`src/rtl/crqs_pkg.sv`:
```
// Shared types, codes and helpers for the CPU ready-queue scheduler.
package crqs_pkg;

    localparam int DEFAULT_TABLE_DEPTH = 16;

    typedef enum logic [2:0] {
        EV_ACCEPT = 3'd0,
        EV_REJECT = 3'd1,
        EV_START  = 3'd2,
        EV_RESUME = 3'd3,
        EV_STOP   = 3'd4,
        EV_FINISH = 3'd5
    } event_t;

    localparam logic [1:0] POL_RR     = 2'd0;
    localparam logic [1:0] POL_SRT    = 2'd1;
    localparam logic [1:0] POL_PRIO   = 2'd2;
    localparam logic [1:0] POL_RR_ALT = 2'd3;

    localparam logic REG_POLICY  = 1'b0;
    localparam logic REG_QUANTUM = 1'b1;

    localparam logic [1:0]  POLICY_RESET  = POL_RR;
    localparam logic [15:0] QUANTUM_RESET = 16'd2;

    typedef struct packed {
        logic [15:0] task_id;
        logic [15:0] remaining;
        logic [7:0]  prio;
        logic [31:0] arrival;
        logic [31:0] first_start;
        logic        has_run;
    } slot_t;

    typedef struct packed {
        event_t      kind;
        logic [15:0] task_id;
        logic [31:0] ev_time;
        logic [31:0] wait_ticks;
        logic [31:0] turnaround;
        logic [15:0] remaining;
        logic        last;
    } result_t;

    typedef struct packed {
        logic [1:0]  policy;
        logic [15:0] quantum;
    } cfg_t;

    typedef enum logic [3:0] {
        ST_IDLE,
        ST_REJ,
        ST_ARR_PRE,
        ST_SRCH_RD,
        ST_SRCH_CMP,
        ST_SHIFT_RD,
        ST_SHIFT_WR,
        ST_INS,
        ST_TICK_HEAD,
        ST_DSP_RD,
        ST_DSP
    } state_t;

    function automatic logic [31:0] sat_diff(input logic [31:0] a, input logic [31:0] b);
        return (a >= b) ? (a - b) : 32'd0;
    endfunction

endpackage

```
`src/rtl/crqs_if.sv`:
```
// Item channel interfaces: task actions in, scheduler events out.
interface crqs_in_if;
    logic        valid;
    logic        ready;
    logic        action;
    logic [15:0] task_id;
    logic [15:0] burst_length;
    logic [7:0]  task_priority;
    logic [31:0] arrival_stamp;

    modport source (output valid, action, task_id, burst_length, task_priority,
                    arrival_stamp, input ready);
    modport sink   (input valid, action, task_id, burst_length, task_priority,
                    arrival_stamp, output ready);
endinterface

interface crqs_out_if;
    logic        valid;
    logic        ready;
    logic [2:0]  event_kind;
    logic [15:0] event_task;
    logic [31:0] event_time;
    logic [31:0] wait_ticks;
    logic [31:0] turnaround_ticks;
    logic [15:0] remaining_ticks;
    logic        last_event;

    modport source (output valid, event_kind, event_task, event_time, wait_ticks,
                    turnaround_ticks, remaining_ticks, last_event, input ready);
    modport sink   (input valid, event_kind, event_task, event_time, wait_ticks,
                    turnaround_ticks, remaining_ticks, last_event, output ready);
endinterface

```
`src/rtl/crqs_table.sv`:
```
// Ready table storage: one write port, one registered read port.
module crqs_table #(
    parameter int DEPTH = crqs_pkg::DEFAULT_TABLE_DEPTH,
    parameter int PW    = $clog2(DEPTH)
) (
    input  logic                  clk,
    input  logic                  wr_en,
    input  logic [PW-1:0]         wr_addr,
    input  crqs_pkg::slot_t       wr_data,
    input  logic                  rd_en,
    input  logic [PW-1:0]         rd_addr,
    output crqs_pkg::slot_t       rd_data
);
    import crqs_pkg::*;

    slot_t mem [DEPTH];
    slot_t rd_data_reg;

    always_ff @(posedge clk)
    begin
        if (wr_en)
        begin
            mem[wr_addr] <= wr_data;
        end
        if (rd_en)
        begin
            rd_data_reg <= mem[rd_addr];
        end
    end

    assign rd_data = rd_data_reg;
endmodule

```
`src/rtl/crqs_ctrl.sv`:
```
// Scheduler sequencer: table walks, tick accounting, event output register.
module crqs_ctrl #(
    parameter int DEPTH = crqs_pkg::DEFAULT_TABLE_DEPTH,
    parameter int PW    = $clog2(DEPTH),
    parameter int OW    = $clog2(DEPTH + 1)
) (
    input  logic                  clk,
    input  logic                  rst_n,
    input  crqs_pkg::cfg_t        cfg,
    crqs_in_if.sink               in_ch,
    crqs_out_if.source            out_ch,
    output logic                  rd_en,
    output logic [PW-1:0]         rd_addr,
    input  crqs_pkg::slot_t       rd_data,
    output logic                  wr_en,
    output logic [PW-1:0]         wr_addr,
    output crqs_pkg::slot_t       wr_data
);
    import crqs_pkg::*;

    localparam int SW = PW + 2;
    localparam logic [OW-1:0] DEPTH_O = OW'(DEPTH);

    state_t        state_reg, state_next;
    logic [PW-1:0] head_reg, head_next;
    logic [OW-1:0] occ_reg, occ_next;
    logic          busy_reg, busy_next;
    logic [15:0]   slice_reg, slice_next;
    logic [31:0]   tick_reg, tick_next;
    logic [15:0]   id_reg, id_next;
    logic [15:0]   burst_reg, burst_next;
    logic [7:0]    prio_reg, prio_next;
    logic [31:0]   arr_reg, arr_next;
    logic [OW-1:0] j_reg, j_next;
    logic [OW-1:0] pos_reg, pos_next;
    result_t       out_reg;
    logic          ovalid_reg;
    logic          emit_en;
    result_t       emit;

    // logical slot -> physical address, circular around head
    function automatic logic [PW-1:0] phys(input logic [PW-1:0] h, input logic [OW-1:0] l);
        logic [SW-1:0] s;
        s = SW'(h) + SW'(l);
        if (s >= SW'(DEPTH))
        begin
            s = s - SW'(DEPTH);
        end
        return s[PW-1:0];
    endfunction

    function automatic logic [PW-1:0] head_inc(input logic [PW-1:0] h);
        return (SW'(h) == SW'(DEPTH - 1)) ? '0 : h + PW'(1);
    endfunction

    slot_t       cur;
    slot_t       upd;
    logic        out_free;
    logic [15:0] in_burst;
    logic [15:0] q;
    logic [15:0] rem_dec;
    logic [15:0] slice_inc;
    logic        rr_pol;
    logic        preempt;
    logic        srch_go;
    logic        tk_finish;
    logic        tk_rotate;

    assign cur       = rd_data;
    assign out_free  = !ovalid_reg || out_ch.ready;
    assign in_burst  = (in_ch.burst_length == 16'd0) ? 16'd1 : in_ch.burst_length;
    assign q         = (cfg.quantum == 16'd0) ? 16'd1 : cfg.quantum;
    assign rem_dec   = (cur.remaining == 16'd0) ? 16'd0 : cur.remaining - 16'd1;
    assign slice_inc = (slice_reg == 16'hFFFF) ? slice_reg : slice_reg + 16'd1;
    assign rr_pol    = (cfg.policy == POL_RR) || (cfg.policy == POL_RR_ALT);
    assign preempt   = (cur.remaining == 16'd0) || (rem_dec > burst_reg);
    assign srch_go   = (cfg.policy == POL_SRT) ? (cur.remaining < burst_reg)
                                               : (prio_reg > cur.prio);
    assign tk_finish = (rem_dec == 16'd0);
    assign tk_rotate = rr_pol && (slice_inc >= q);
    assign in_ch.ready = (state_reg == ST_IDLE);

    // next state
    always_comb
    begin
        state_next = state_reg;
        unique case (state_reg)
            ST_IDLE:
            begin
                if (in_ch.valid)
                begin
                    if (in_ch.action)
                    begin
                        state_next = (busy_reg && occ_reg != '0) ? ST_TICK_HEAD : ST_DSP_RD;
                    end
                    else if (occ_reg >= DEPTH_O)
                    begin
                        state_next = ST_REJ;
                    end
                    else if (occ_reg == '0)
                    begin
                        state_next = ST_INS;
                    end
                    else if (cfg.policy == POL_SRT && busy_reg)
                    begin
                        state_next = ST_ARR_PRE;
                    end
                    else if (cfg.policy == POL_SRT || cfg.policy == POL_PRIO)
                    begin
                        state_next = ST_SRCH_RD;
                    end
                    else
                    begin
                        state_next = ST_SHIFT_RD;
                    end
                end
            end
            ST_REJ:
            begin
                if (out_free)
                begin
                    state_next = ST_IDLE;
                end
            end
            ST_ARR_PRE:
            begin
                if (!preempt)
                begin
                    state_next = ST_SRCH_RD;
                end
                else if (out_free)
                begin
                    state_next = ST_SHIFT_RD;
                end
            end
            ST_SRCH_RD:
            begin
                state_next = (j_reg >= occ_reg) ? ST_SHIFT_RD : ST_SRCH_CMP;
            end
            ST_SRCH_CMP:
            begin
                state_next = srch_go ? ST_SRCH_RD : ST_SHIFT_RD;
            end
            ST_SHIFT_RD:
            begin
                state_next = (j_reg > pos_reg) ? ST_SHIFT_WR : ST_INS;
            end
            ST_SHIFT_WR:
            begin
                state_next = ST_SHIFT_RD;
            end
            ST_INS:
            begin
                if (out_free)
                begin
                    state_next = ST_IDLE;
                end
            end
            ST_TICK_HEAD:
            begin
                if (!tk_finish && !tk_rotate)
                begin
                    state_next = ST_IDLE;
                end
                else if (out_free)
                begin
                    state_next = ST_DSP_RD;
                end
            end
            ST_DSP_RD:
            begin
                state_next = (occ_reg != '0) ? ST_DSP : ST_IDLE;
            end
            ST_DSP:
            begin
                if (out_free)
                begin
                    state_next = ST_IDLE;
                end
            end
            default:
            begin
                state_next = ST_IDLE;
            end
        endcase
    end

    // datapath and outputs
    always_comb
    begin
        head_next  = head_reg;
        occ_next   = occ_reg;
        busy_next  = busy_reg;
        slice_next = slice_reg;
        tick_next  = tick_reg;
        id_next    = id_reg;
        burst_next = burst_reg;
        prio_next  = prio_reg;
        arr_next   = arr_reg;
        j_next     = j_reg;
        pos_next   = pos_reg;
        rd_en      = 1'b0;
        rd_addr    = head_reg;
        wr_en      = 1'b0;
        wr_addr    = head_reg;
        wr_data    = cur;
        emit_en    = 1'b0;
        emit       = '0;
        upd        = cur;
        unique case (state_reg)
            ST_IDLE:
            begin
                if (in_ch.valid)
                begin
                    id_next    = in_ch.task_id;
                    burst_next = in_burst;
                    prio_next  = in_ch.task_priority;
                    arr_next   = in_ch.arrival_stamp;
                    if (in_ch.action)
                    begin
                        if (busy_reg && occ_reg != '0)
                        begin
                            rd_en = 1'b1;
                        end
                        else
                        begin
                            busy_next = 1'b0;
                        end
                    end
                    else if (occ_reg < DEPTH_O)
                    begin
                        if (occ_reg == '0)
                        begin
                            pos_next = '0;
                        end
                        else if (cfg.policy == POL_SRT && busy_reg)
                        begin
                            rd_en = 1'b1;
                        end
                        else if (cfg.policy == POL_SRT || cfg.policy == POL_PRIO)
                        begin
                            j_next = busy_reg ? OW'(1) : '0;
                        end
                        else
                        begin
                            pos_next = occ_reg;
                            j_next   = occ_reg;
                        end
                    end
                end
            end
            ST_REJ:
            begin
                if (out_free)
                begin
                    emit_en        = 1'b1;
                    emit.kind      = EV_REJECT;
                    emit.task_id   = id_reg;
                    emit.ev_time   = tick_reg;
                    emit.remaining = burst_reg;
                    emit.last      = 1'b1;
                end
            end
            ST_ARR_PRE:
            begin
                // running task is charged one unit before the preemption check
                upd.remaining = rem_dec;
                if (!preempt)
                begin
                    j_next = OW'(1);
                end
                else if (out_free)
                begin
                    wr_en           = 1'b1;
                    wr_data         = upd;
                    emit_en         = 1'b1;
                    emit.kind       = EV_STOP;
                    emit.task_id    = cur.task_id;
                    emit.ev_time    = tick_reg;
                    emit.wait_ticks = cur.has_run ? sat_diff(cur.first_start, cur.arrival)
                                                  : 32'd0;
                    emit.remaining  = rem_dec;
                    busy_next       = 1'b0;
                    pos_next        = '0;
                    j_next          = occ_reg;
                end
            end
            ST_SRCH_RD:
            begin
                if (j_reg >= occ_reg)
                begin
                    pos_next = j_reg;
                    j_next   = occ_reg;
                end
                else
                begin
                    rd_en   = 1'b1;
                    rd_addr = phys(head_reg, j_reg);
                end
            end
            ST_SRCH_CMP:
            begin
                if (srch_go)
                begin
                    j_next = j_reg + OW'(1);
                end
                else
                begin
                    pos_next = j_reg;
                    j_next   = occ_reg;
                end
            end
            ST_SHIFT_RD:
            begin
                if (j_reg > pos_reg)
                begin
                    rd_en   = 1'b1;
                    rd_addr = phys(head_reg, j_reg - OW'(1));
                end
            end
            ST_SHIFT_WR:
            begin
                wr_en   = 1'b1;
                wr_addr = phys(head_reg, j_reg);
                wr_data = cur;
                j_next  = j_reg - OW'(1);
            end
            ST_INS:
            begin
                if (out_free)
                begin
                    wr_en               = 1'b1;
                    wr_addr             = phys(head_reg, pos_reg);
                    wr_data.task_id     = id_reg;
                    wr_data.remaining   = burst_reg;
                    wr_data.prio        = prio_reg;
                    wr_data.arrival     = arr_reg;
                    wr_data.first_start = 32'd0;
                    wr_data.has_run     = 1'b0;
                    occ_next            = occ_reg + OW'(1);
                    emit_en             = 1'b1;
                    emit.kind           = EV_ACCEPT;
                    emit.task_id        = id_reg;
                    emit.ev_time        = tick_reg;
                    emit.remaining      = burst_reg;
                    emit.last           = 1'b1;
                end
            end
            ST_TICK_HEAD:
            begin
                upd.remaining   = rem_dec;
                emit.task_id    = cur.task_id;
                emit.ev_time    = tick_reg;
                emit.wait_ticks = cur.has_run ? sat_diff(cur.first_start, cur.arrival) : 32'd0;
                emit.remaining  = rem_dec;
                if (tk_finish)
                begin
                    if (out_free)
                    begin
                        emit_en         = 1'b1;
                        emit.kind       = EV_FINISH;
                        emit.turnaround = sat_diff(tick_reg, cur.arrival);
                        emit.last       = (occ_reg == OW'(1));
                        head_next       = head_inc(head_reg);
                        occ_next        = occ_reg - OW'(1);
                        busy_next       = 1'b0;
                        slice_next      = slice_inc;
                    end
                end
                else if (tk_rotate)
                begin
                    if (out_free)
                    begin
                        // head moves to the tail slot, then the ring advances
                        emit_en    = 1'b1;
                        emit.kind  = EV_STOP;
                        wr_en      = 1'b1;
                        wr_addr    = phys(head_reg, occ_reg);
                        wr_data    = upd;
                        head_next  = head_inc(head_reg);
                        busy_next  = 1'b0;
                        slice_next = slice_inc;
                    end
                end
                else
                begin
                    wr_en      = 1'b1;
                    wr_data    = upd;
                    slice_next = slice_inc;
                    tick_next  = tick_reg + 32'd1;
                end
            end
            ST_DSP_RD:
            begin
                if (occ_reg != '0)
                begin
                    rd_en = 1'b1;
                end
                else
                begin
                    tick_next = tick_reg + 32'd1;
                end
            end
            ST_DSP:
            begin
                if (!cur.has_run)
                begin
                    upd.has_run     = 1'b1;
                    upd.first_start = tick_reg;
                end
                if (out_free)
                begin
                    wr_en           = 1'b1;
                    wr_data         = upd;
                    emit_en         = 1'b1;
                    emit.kind       = cur.has_run ? EV_RESUME : EV_START;
                    emit.task_id    = cur.task_id;
                    emit.ev_time    = tick_reg;
                    emit.wait_ticks = sat_diff(upd.first_start, upd.arrival);
                    emit.remaining  = cur.remaining;
                    emit.last       = 1'b1;
                    busy_next       = 1'b1;
                    slice_next      = 16'd0;
                    tick_next       = tick_reg + 32'd1;
                end
            end
            default:
            begin
            end
        endcase
    end

    always_ff @(posedge clk or negedge rst_n)
    begin
        if (!rst_n)
        begin
            state_reg  <= ST_IDLE;
            head_reg   <= '0;
            occ_reg    <= '0;
            busy_reg   <= 1'b0;
            slice_reg  <= '0;
            tick_reg   <= '0;
            ovalid_reg <= 1'b0;
        end
        else
        begin
            state_reg <= state_next;
            head_reg  <= head_next;
            occ_reg   <= occ_next;
            busy_reg  <= busy_next;
            slice_reg <= slice_next;
            tick_reg  <= tick_next;
            if (emit_en)
            begin
                ovalid_reg <= 1'b1;
            end
            else if (out_ch.ready)
            begin
                ovalid_reg <= 1'b0;
            end
        end
    end

    always_ff @(posedge clk)
    begin
        id_reg    <= id_next;
        burst_reg <= burst_next;
        prio_reg  <= prio_next;
        arr_reg   <= arr_next;
        j_reg     <= j_next;
        pos_reg   <= pos_next;
        if (emit_en)
        begin
            out_reg <= emit;
        end
    end

    assign out_ch.valid            = ovalid_reg;
    assign out_ch.event_kind       = out_reg.kind;
    assign out_ch.event_task       = out_reg.task_id;
    assign out_ch.event_time       = out_reg.ev_time;
    assign out_ch.wait_ticks       = out_reg.wait_ticks;
    assign out_ch.turnaround_ticks = out_reg.turnaround;
    assign out_ch.remaining_ticks  = out_reg.remaining;
    assign out_ch.last_event       = out_reg.last;
endmodule

```
`src/rtl/cpu_ready_queue_scheduler.sv`:
```
// Top level of the CPU ready-queue scheduler: config registers, table, sequencer.
// Tasks live in a circular ready table held in one synchronous RAM; slot 0 is
// the running task. Under round robin an arrival is appended at the tail, and under
// the sorted policies its slot is found by a search walk that reads and compares
// one entry at a time, then later entries shift through the single RAM read port.
// Results sit in an output register, so a new item is taken while the last result
// waits; an item's later results wait for the register to drain. No clearing pass
// is needed after reset.
module cpu_ready_queue_scheduler #(
    parameter int TABLE_DEPTH = crqs_pkg::DEFAULT_TABLE_DEPTH
) (
    input  logic        clk,
    input  logic        rst_n,
    crqs_in_if.sink     in_ch,
    crqs_out_if.source  out_ch,
    input  logic        cfg_we,
    input  logic        cfg_index,
    input  logic [15:0] cfg_data
);
    import crqs_pkg::*;

    localparam int PW = $clog2(TABLE_DEPTH);
    localparam int OW = $clog2(TABLE_DEPTH + 1);

    cfg_t          cfg_reg;
    logic          rd_en;
    logic [PW-1:0] rd_addr;
    slot_t         rd_data;
    logic          wr_en;
    logic [PW-1:0] wr_addr;
    slot_t         wr_data;

    always_ff @(posedge clk or negedge rst_n)
    begin
        if (!rst_n)
        begin
            cfg_reg.policy  <= POLICY_RESET;
            cfg_reg.quantum <= QUANTUM_RESET;
        end
        else if (cfg_we)
        begin
            unique case (cfg_index)
                REG_POLICY:  cfg_reg.policy  <= cfg_data[1:0];
                REG_QUANTUM: cfg_reg.quantum <= cfg_data;
                default:     cfg_reg         <= cfg_reg;
            endcase
        end
    end

    crqs_table #(
        .DEPTH (TABLE_DEPTH),
        .PW    (PW)
    ) u_table (
        .clk     (clk),
        .wr_en   (wr_en),
        .wr_addr (wr_addr),
        .wr_data (wr_data),
        .rd_en   (rd_en),
        .rd_addr (rd_addr),
        .rd_data (rd_data)
    );

    crqs_ctrl #(
        .DEPTH (TABLE_DEPTH),
        .PW    (PW),
        .OW    (OW)
    ) u_ctrl (
        .clk     (clk),
        .rst_n   (rst_n),
        .cfg     (cfg_reg),
        .in_ch   (in_ch),
        .out_ch  (out_ch),
        .rd_en   (rd_en),
        .rd_addr (rd_addr),
        .rd_data (rd_data),
        .wr_en   (wr_en),
        .wr_addr (wr_addr),
        .wr_data (wr_data)
    );
endmodule
```
`src/flat_wrapper.sv`:
```
// flat-port wrapper written by rule: the top's interface ports become plain ports
module cpu_ready_queue_scheduler_flat import crqs_pkg::*;
#(
    parameter int TABLE_DEPTH = crqs_pkg::DEFAULT_TABLE_DEPTH
)
  (clk, rst_n, cfg_we, cfg_index, cfg_data, in_ch_valid, in_ch_action, in_ch_task_id, in_ch_burst_length, in_ch_task_priority, in_ch_arrival_stamp, in_ch_ready, out_ch_valid, out_ch_event_kind, out_ch_event_task, out_ch_event_time, out_ch_wait_ticks, out_ch_turnaround_ticks, out_ch_remaining_ticks, out_ch_last_event, out_ch_ready);
  crqs_in_if in_ch_i ();
  crqs_out_if out_ch_i ();
  input  logic clk;
  input  logic rst_n;
  input  logic cfg_we;
  input  logic cfg_index;
  input  logic [15:0] cfg_data;
  input wire logic [$bits(in_ch_i.valid)-1:0] in_ch_valid;
  input wire logic [$bits(in_ch_i.action)-1:0] in_ch_action;
  input wire logic [$bits(in_ch_i.task_id)-1:0] in_ch_task_id;
  input wire logic [$bits(in_ch_i.burst_length)-1:0] in_ch_burst_length;
  input wire logic [$bits(in_ch_i.task_priority)-1:0] in_ch_task_priority;
  input wire logic [$bits(in_ch_i.arrival_stamp)-1:0] in_ch_arrival_stamp;
  output wire logic [$bits(in_ch_i.ready)-1:0] in_ch_ready;
  output wire logic [$bits(out_ch_i.valid)-1:0] out_ch_valid;
  output wire logic [$bits(out_ch_i.event_kind)-1:0] out_ch_event_kind;
  output wire logic [$bits(out_ch_i.event_task)-1:0] out_ch_event_task;
  output wire logic [$bits(out_ch_i.event_time)-1:0] out_ch_event_time;
  output wire logic [$bits(out_ch_i.wait_ticks)-1:0] out_ch_wait_ticks;
  output wire logic [$bits(out_ch_i.turnaround_ticks)-1:0] out_ch_turnaround_ticks;
  output wire logic [$bits(out_ch_i.remaining_ticks)-1:0] out_ch_remaining_ticks;
  output wire logic [$bits(out_ch_i.last_event)-1:0] out_ch_last_event;
  input wire logic [$bits(out_ch_i.ready)-1:0] out_ch_ready;
  assign in_ch_i.valid = in_ch_valid;
  assign in_ch_i.action = in_ch_action;
  assign in_ch_i.task_id = in_ch_task_id;
  assign in_ch_i.burst_length = in_ch_burst_length;
  assign in_ch_i.task_priority = in_ch_task_priority;
  assign in_ch_i.arrival_stamp = in_ch_arrival_stamp;
  assign in_ch_ready = in_ch_i.ready;
  assign out_ch_valid = out_ch_i.valid;
  assign out_ch_event_kind = out_ch_i.event_kind;
  assign out_ch_event_task = out_ch_i.event_task;
  assign out_ch_event_time = out_ch_i.event_time;
  assign out_ch_wait_ticks = out_ch_i.wait_ticks;
  assign out_ch_turnaround_ticks = out_ch_i.turnaround_ticks;
  assign out_ch_remaining_ticks = out_ch_i.remaining_ticks;
  assign out_ch_last_event = out_ch_i.last_event;
  assign out_ch_i.ready = out_ch_ready;
  cpu_ready_queue_scheduler #(.TABLE_DEPTH(TABLE_DEPTH)) u_core (.clk(clk), .rst_n(rst_n), .in_ch(in_ch_i), .out_ch(out_ch_i), .cfg_we(cfg_we), .cfg_index(cfg_index), .cfg_data(cfg_data));
endmodule
```
`config.mk`:
```
export PLATFORM = sky130hd
export DESIGN_NAME = cpu_ready_queue_scheduler_flat
export DESIGN_NICKNAME = d
export VERILOG_FILES = /design/src/rtl/crqs_pkg.sv /design/src/rtl/crqs_if.sv /design/src/rtl/crqs_table.sv /design/src/rtl/crqs_ctrl.sv /design/src/rtl/cpu_ready_queue_scheduler.sv /design/src/flat_wrapper.sv
export SDC_FILE = /design/constraint.sdc
export NUM_CORES = 2
export LEC_CHECK = 0
export BUFFER_PORTS_ARGS = -buffer_cell sky130_fd_sc_hd__buf_2
export CAP_MARGIN = 10
export CORE_ASPECT_RATIO = 0.7
export CORE_UTILIZATION = 58
export CTS_BUF_LIST = sky130_fd_sc_hd__clkbuf_8
export CTS_CLUSTER_SIZE = 10
export DETAILED_ROUTE_END_ITERATION = 10
export PLACE_DENSITY = 0.75
export SLEW_MARGIN = 5
export SYNTH_ARGS = -nofsm -noshare
export SYNTH_HDL_FRONTEND = slang
export SYNTH_HIERARCHICAL = 1
export SYNTH_SLANG_ARGS = --single-unit
```
`constraint.sdc`:
```
create_clock -name clk -period 36.1 [get_ports clk]
set_clock_uncertainty 0.15 [all_clocks]
set_input_delay 5.415 -clock clk [delete_from_list [all_inputs] [get_ports clk]]
set_output_delay 5.415 -clock clk [all_outputs]
set_load 0.03 [all_outputs]
```
* After elaboration in Yosys (flattened, before gate mapping)
Memory sizes are Yosys's and may differ from the RTL's. A register that Yosys moved wholly into a read port is not among the register bits. Index checks and enable logic that the tools add are counted. Widths: inputs -> output; s select.
Cells by class: $add $sub $neg 19, $lt $le $gt $ge 15, equality and inequality tests 40, muxes and demuxes 137, bitwise logic cells 1, reduce and logical (&&, ||, !) cells 42
Operators by type and width (number):
- $pmux 105 s4 | 1
- $mux 89 | 4
- $pmux 51 s5 | 1
- $mux 32 | 7
- $pmux 32 s3 | 2
- $mux 83 | 2
- $mux 16 | 9
- $mux 5 | 23
- $mux 105 | 1
- $mux 33 | 3
- $ge 32x32->1 | 3
- $sub 32x32->32 | 3
- $mux 4 | 22
- $mux 82 | 1
- $logic_not 16->1 | 4
- $pmux 16 s4 | 1
- $mux 49 | 1
- $mux 48 | 1
- $pmux 4 s9 | 1
- $mux 1 | 35
- $mux 17 | 2
- $ne 2x2->1 const B | 17
- $add 32x1->32 const B | 1
- $pmux 16 s2 | 1
- other kinds (53) | 108
Word-level totals: bits in registers 295, bits in writable memories 1680, input bits 95, output and inout port bits 134, memories kept 1
Memories:
- u_core.u_table.mem | depth 16, bits a word 105, rd ports 1, clocked after memory_dff 1, write ports 1, RTL line crqs_table.sv:16 | slot_t mem [DEPTH];

* Longest topological paths before layout
depth after elaboration 9, depth in mapped cells 22

* By module
Netlist, hierarchy kept.
Modules (own cells, without submodules):
- crqs_table | instances 1, cells an instance 2688, area each 65993.3 µm², sequential area each 53601.4 µm²
- crqs_ctrl | instances 1, cells an instance 2242, area each 20963.9 µm², sequential area each 8002.7 µm²
- cpu_ready_queue_scheduler | instances 1, cells an instance 39, area each 715.7 µm², sequential area each 451.7 µm²

* Worst setup path before layout
OpenSTA, ideal clock, no wires.
path type input -> register, start in out_ch_ready, end mem u_core/u_table/mem[0][0] in the netlist's numbering (enable), library setup time 0.697 ns, data arrival time 14.141 ns, setup slack 21.112 ns, cell stages on the path 10, path buffers 1, path through nor2b_1 > clkbuf_1 > nor2_1 > xnor2_1 > o221ai_1 > a21oi_1 > a21oi_1 > o22a_1 > or3b_2 > nor3_1
RTL lines:
- start, declared | RTL line flat_wrapper.sv:29 | input wire logic [$bits(out_ch_i.ready)-1:0] out_ch_ready;
- $logic_or 1x1->1 (*) | RTL line crqs_ctrl.sv:70 | assign out_free = !ovalid_reg || out_ch.ready;
- $mux 4 | RTL line crqs_ctrl.sv:372 | if (out_free)
- $mux 4 | RTL line crqs_ctrl.sv:370 | else if (tk_rotate)
- $mux 4 | RTL line crqs_ctrl.sv:356 | if (tk_finish)
- $pmux 4 s3 (*) | RTL line crqs_ctrl.sv:210 | unique case (state_reg)
- named net u_core.wr_addr[3] | RTL line cpu_ready_queue_scheduler.sv:30 | logic [PW-1:0] wr_addr;
- end, declared | RTL line crqs_table.sv:16
Mark *: on every way through the listed nets, which the timed path passes. The rest lies on a longest branch.

* Worst setup path in the final report
start in out_ch_ready, end mem u_core/u_table/mem[3][88] in the netlist's numbering (enable)
The elaborated chain is that of the path after synthesis.

==> out/results.ini <==
[run_status]
status = completed

[cts]
clock-root-buffer = clkbuf_8
cts_buffers = 317
cts_setup_buffers = 0
htreeDepth = 5
cts-hold-fix-buffers = 0
cts_tree = done
cts_buffer_depth = 4
clock_latency_ns = 1.05
path_clk_slew_ns = 0.07
cts_resized = 0
clock-sinks = 2080

[hold_path]
hold_start = u_core/cfg_reg[0]$_DFFE_PN0P_
whs_path_depth = 1
whs_endpoint = u_core/cfg_reg[0]$_DFFE_PN0P_
worstHoldPathType = flip-flop to flip-flop

[synth]
syn_inst = 4969
yosys.area_share.simple = 0.0443
post-synth-top-count-cell = edfxtp_1
synth_edf_count = 1999
synth_mux_area_frac = 0.117
synth_fa_ha_area_frac = 0.0277
synth-xor-area-share = 0.0150
avgSynthCellArea_um2 = 17.6
syn_area_um2 = 87700
synth_top_family_by_area = multiplexers
async_flop_share = 0.0389
ys_seq_area_frac = 0.708
synth_top_area_cell = edfxtp_1
syn_nets = 5254
synth_top_area_frac = 0.685
synthTopCellsByCount = edfxtp_1 (1999), mux4_2 (420), nand2_1 (288), a22oi_1 (228), ha_1 (183)
yosys_warnings = 6
synth_area_leaders = edfxtp_1 (68%), mux4_2 (11%), ha_1 (2.6%)
synth_cell_types = 92
yosys_register_bits = 2080
synthFlopType = edfxtp_1
synth_compound_area_frac = 0.0672

[grt]
grt_usage = 0.297
grt_max_degree = 166
first_global_vias = 49200
grt_pass1_wl_mm = 330
globalRoute.totalOverflow = 0
antenna_found_initial = 7

[power]
p_int_mw = 4.36
comb_power_share = 0.218
p_leak_nw = 32.7
power.density_nw_per_um2 = 65.2
ir_worst_vdd_mv = 0.0456
clkPwrFrac = 0.284
p_sw_frac = 0.311
sequentialPowerShare = 0.498
p_sw_mw = 1.96

[worst_setup_path]
r2r_start = u_core/u_ctrl/slice_reg[2]$_DFFE_PN0P_
worstReg2RegEnd = u_core/u_table/mem[3][88]$_DFFE_PP_
worst-path-buf-inv = 3
worst_ep_arrival_time_ns = 9.88
r2r_slack_ns = 27.85
path_class = input port to flip-flop
critPathMaxStageDelay_ns = 0.91
cp-start-kind = input port
r2r_cells = 24
crit_required_ns = 36.58
worstPathMaxFanout = 54
critPathTopFamily = buffers and inverters
path_depth = 12
slowest_stage = buf_4
cp-end-kind = flip-flop
path_cells = buf_2 -> nand2b_1 -> nand2_1 -> a21oi_1 -> nor2_1 -> nand2_1 -> a21oi_1 -> a21oi_1 -> nand2_1 -> nor2_4 -> buf_4 -> buf_4

[placement]
hpwl_mm = 135
gp_congestion = 0.930
numPortBuffers = 228

[timing]
setup_violations = 0
max_slew_margin = 0.190
hold_slack_ns = 0.366
worst_pin_slew_ns = 1.21
setup_tns_ns = 0
hold_viol = 0
min_period_over_period = 0.261
rsz0062_at_grt = false
slew_violations = 0
fmaxAchievable_mhz = 106
period_needed_ns = 9.41

[finish]
final_nets = 5667
multi_input_area_um2 = 24000
nFillCells = 9883
regArea_um2 = 62100
final_layout_size_suffix_gt1_frac = 0.227
final_core_util = 0.650
largest_reg_flops = 1680
synthToLayoutAreaGrowth_pct = 10.5

[drt]
ant_nets = 0
wire_per_inst_um = 29.7
drt_iter0_markers = 7000
firstDrtPassIters = 7
wl_mm = 225
vias_per_cell = 6.57
drcViolationCount = 0
vias = 49900

[run]
cap_violations = 0

[die]
io_pins = 229
core_area_um2 = 149000
fp.dieH_um = 327
die_w_um = 467
start_util = 0.589
dieArea_um2 = 153000
num_rows = 118

## per-stage QoR
stage	setup WS, ns	total power, mW	instances	instance area [um2]
floorplan	21.11	4.05	4969	87700
global placement	25.81	4.51	7041	91200
detailed placement	25.79	4.54	7043	91200
CTS	26.87	6.32	7594	96900
global route	26.60	6.55	7598	96900
finish	26.69	6.32	7598	96900
## worst max-delay path by stage
stage	start	to	slack, ns
after floorplan	out_ch_ready	u_core/u_table/mem[0][0]$_DFFE_PP_	21.11
after global placement	out_ch_ready	u_core/u_table/mem[7][73]$_DFFE_PP_	25.81
after detailed placement	out_ch_ready	u_core/u_table/mem[7][55]$_DFFE_PP_	25.79
after CTS	out_ch_ready	u_core/u_table/mem[7][87]$_DFFE_PP_	26.87
after global routing	out_ch_ready	u_core/u_table/mem[7][81]$_DFFE_PP_	26.60
final	out_ch_ready	u_core/u_table/mem[3][88]$_DFFE_PP_	26.69
## layout by cell type (no fill, tap or decap), drive strengths merged, types with 15 or more instances in the layout
master | netlist | layout
xnor2 | 104 | 104
buf | 111 | 340
mux2 | 64 | 64
and3 | 19 | 19
nand3 | 54 | 54
nor4 | 21 | 21
nand2b | 34 | 34
clkbuf | 135 | 321
o21bai | 15 | 15
clkinv | 1 | 121
ha | 183 | 183
dfrtp | 80 | 80
inv | 151 | 240
a221o | 22 | 22
o31ai | 15 | 15
xor2 | 46 | 46
edfxtp | 1999 | 1999
a21oi | 134 | 134
nand4 | 39 | 39
nor2b | 54 | 54
a22o | 62 | 62
nand2 | 289 | 289
o22ai | 33 | 33
mux4 | 420 | 420
nor2 | 177 | 177
o21ai | 154 | 154
a22oi | 228 | 228
a21o | 66 | 66
nor3 | 55 | 55
## power by group through the flow
stage / sequential [mW] / combinational, mW / clock [mW]
finish: 3.15 / 1.38 / 1.79
detailed placement: 3.20 / 1.35 / 0
global placement: 3.19 / 1.32 / 0
CTS: 3.15 / 1.35 / 1.82
floorplan: 3.27 / 0.780 / 0
global route: 3.16 / 1.47 / 1.92
## final cells by class
type | count | area share
timing repair buffer | 340 | 0.0216
antenna | 4 | 0.000103
multi-input combinational | 2491 | 0.248
clock inverter | 230 | 0.0127
sequential | 2080 | 0.640
tap | 1980 | 0.0256
clock buffer | 321 | 0.0456
inverter | 152 | 0.00591
## layer usage
| metal | global-route usage | vias up | wire length (um) |
|---|---|---|---|
| li1 | - | 20900 | - |
| met1 | 0.450 | 25400 | 91800 |
| met2 | 0.424 | 3227 | 98900 |
| met3 | 0.0765 | 364 | 28500 |
| met4 | 0.0996 | 0 | 6230 |
| met5 | 0 | - | 0 |
## cells by family after synthesis
logic type	after synthesis
adders and majority gates	190
buffers and inverters	398
xor gates and xnor gates	150
muxes	489
and+or+nand+nor	811
AOI/OAI and AO/OA	851
DFF	2080
(Power assumes the default switching activity.)
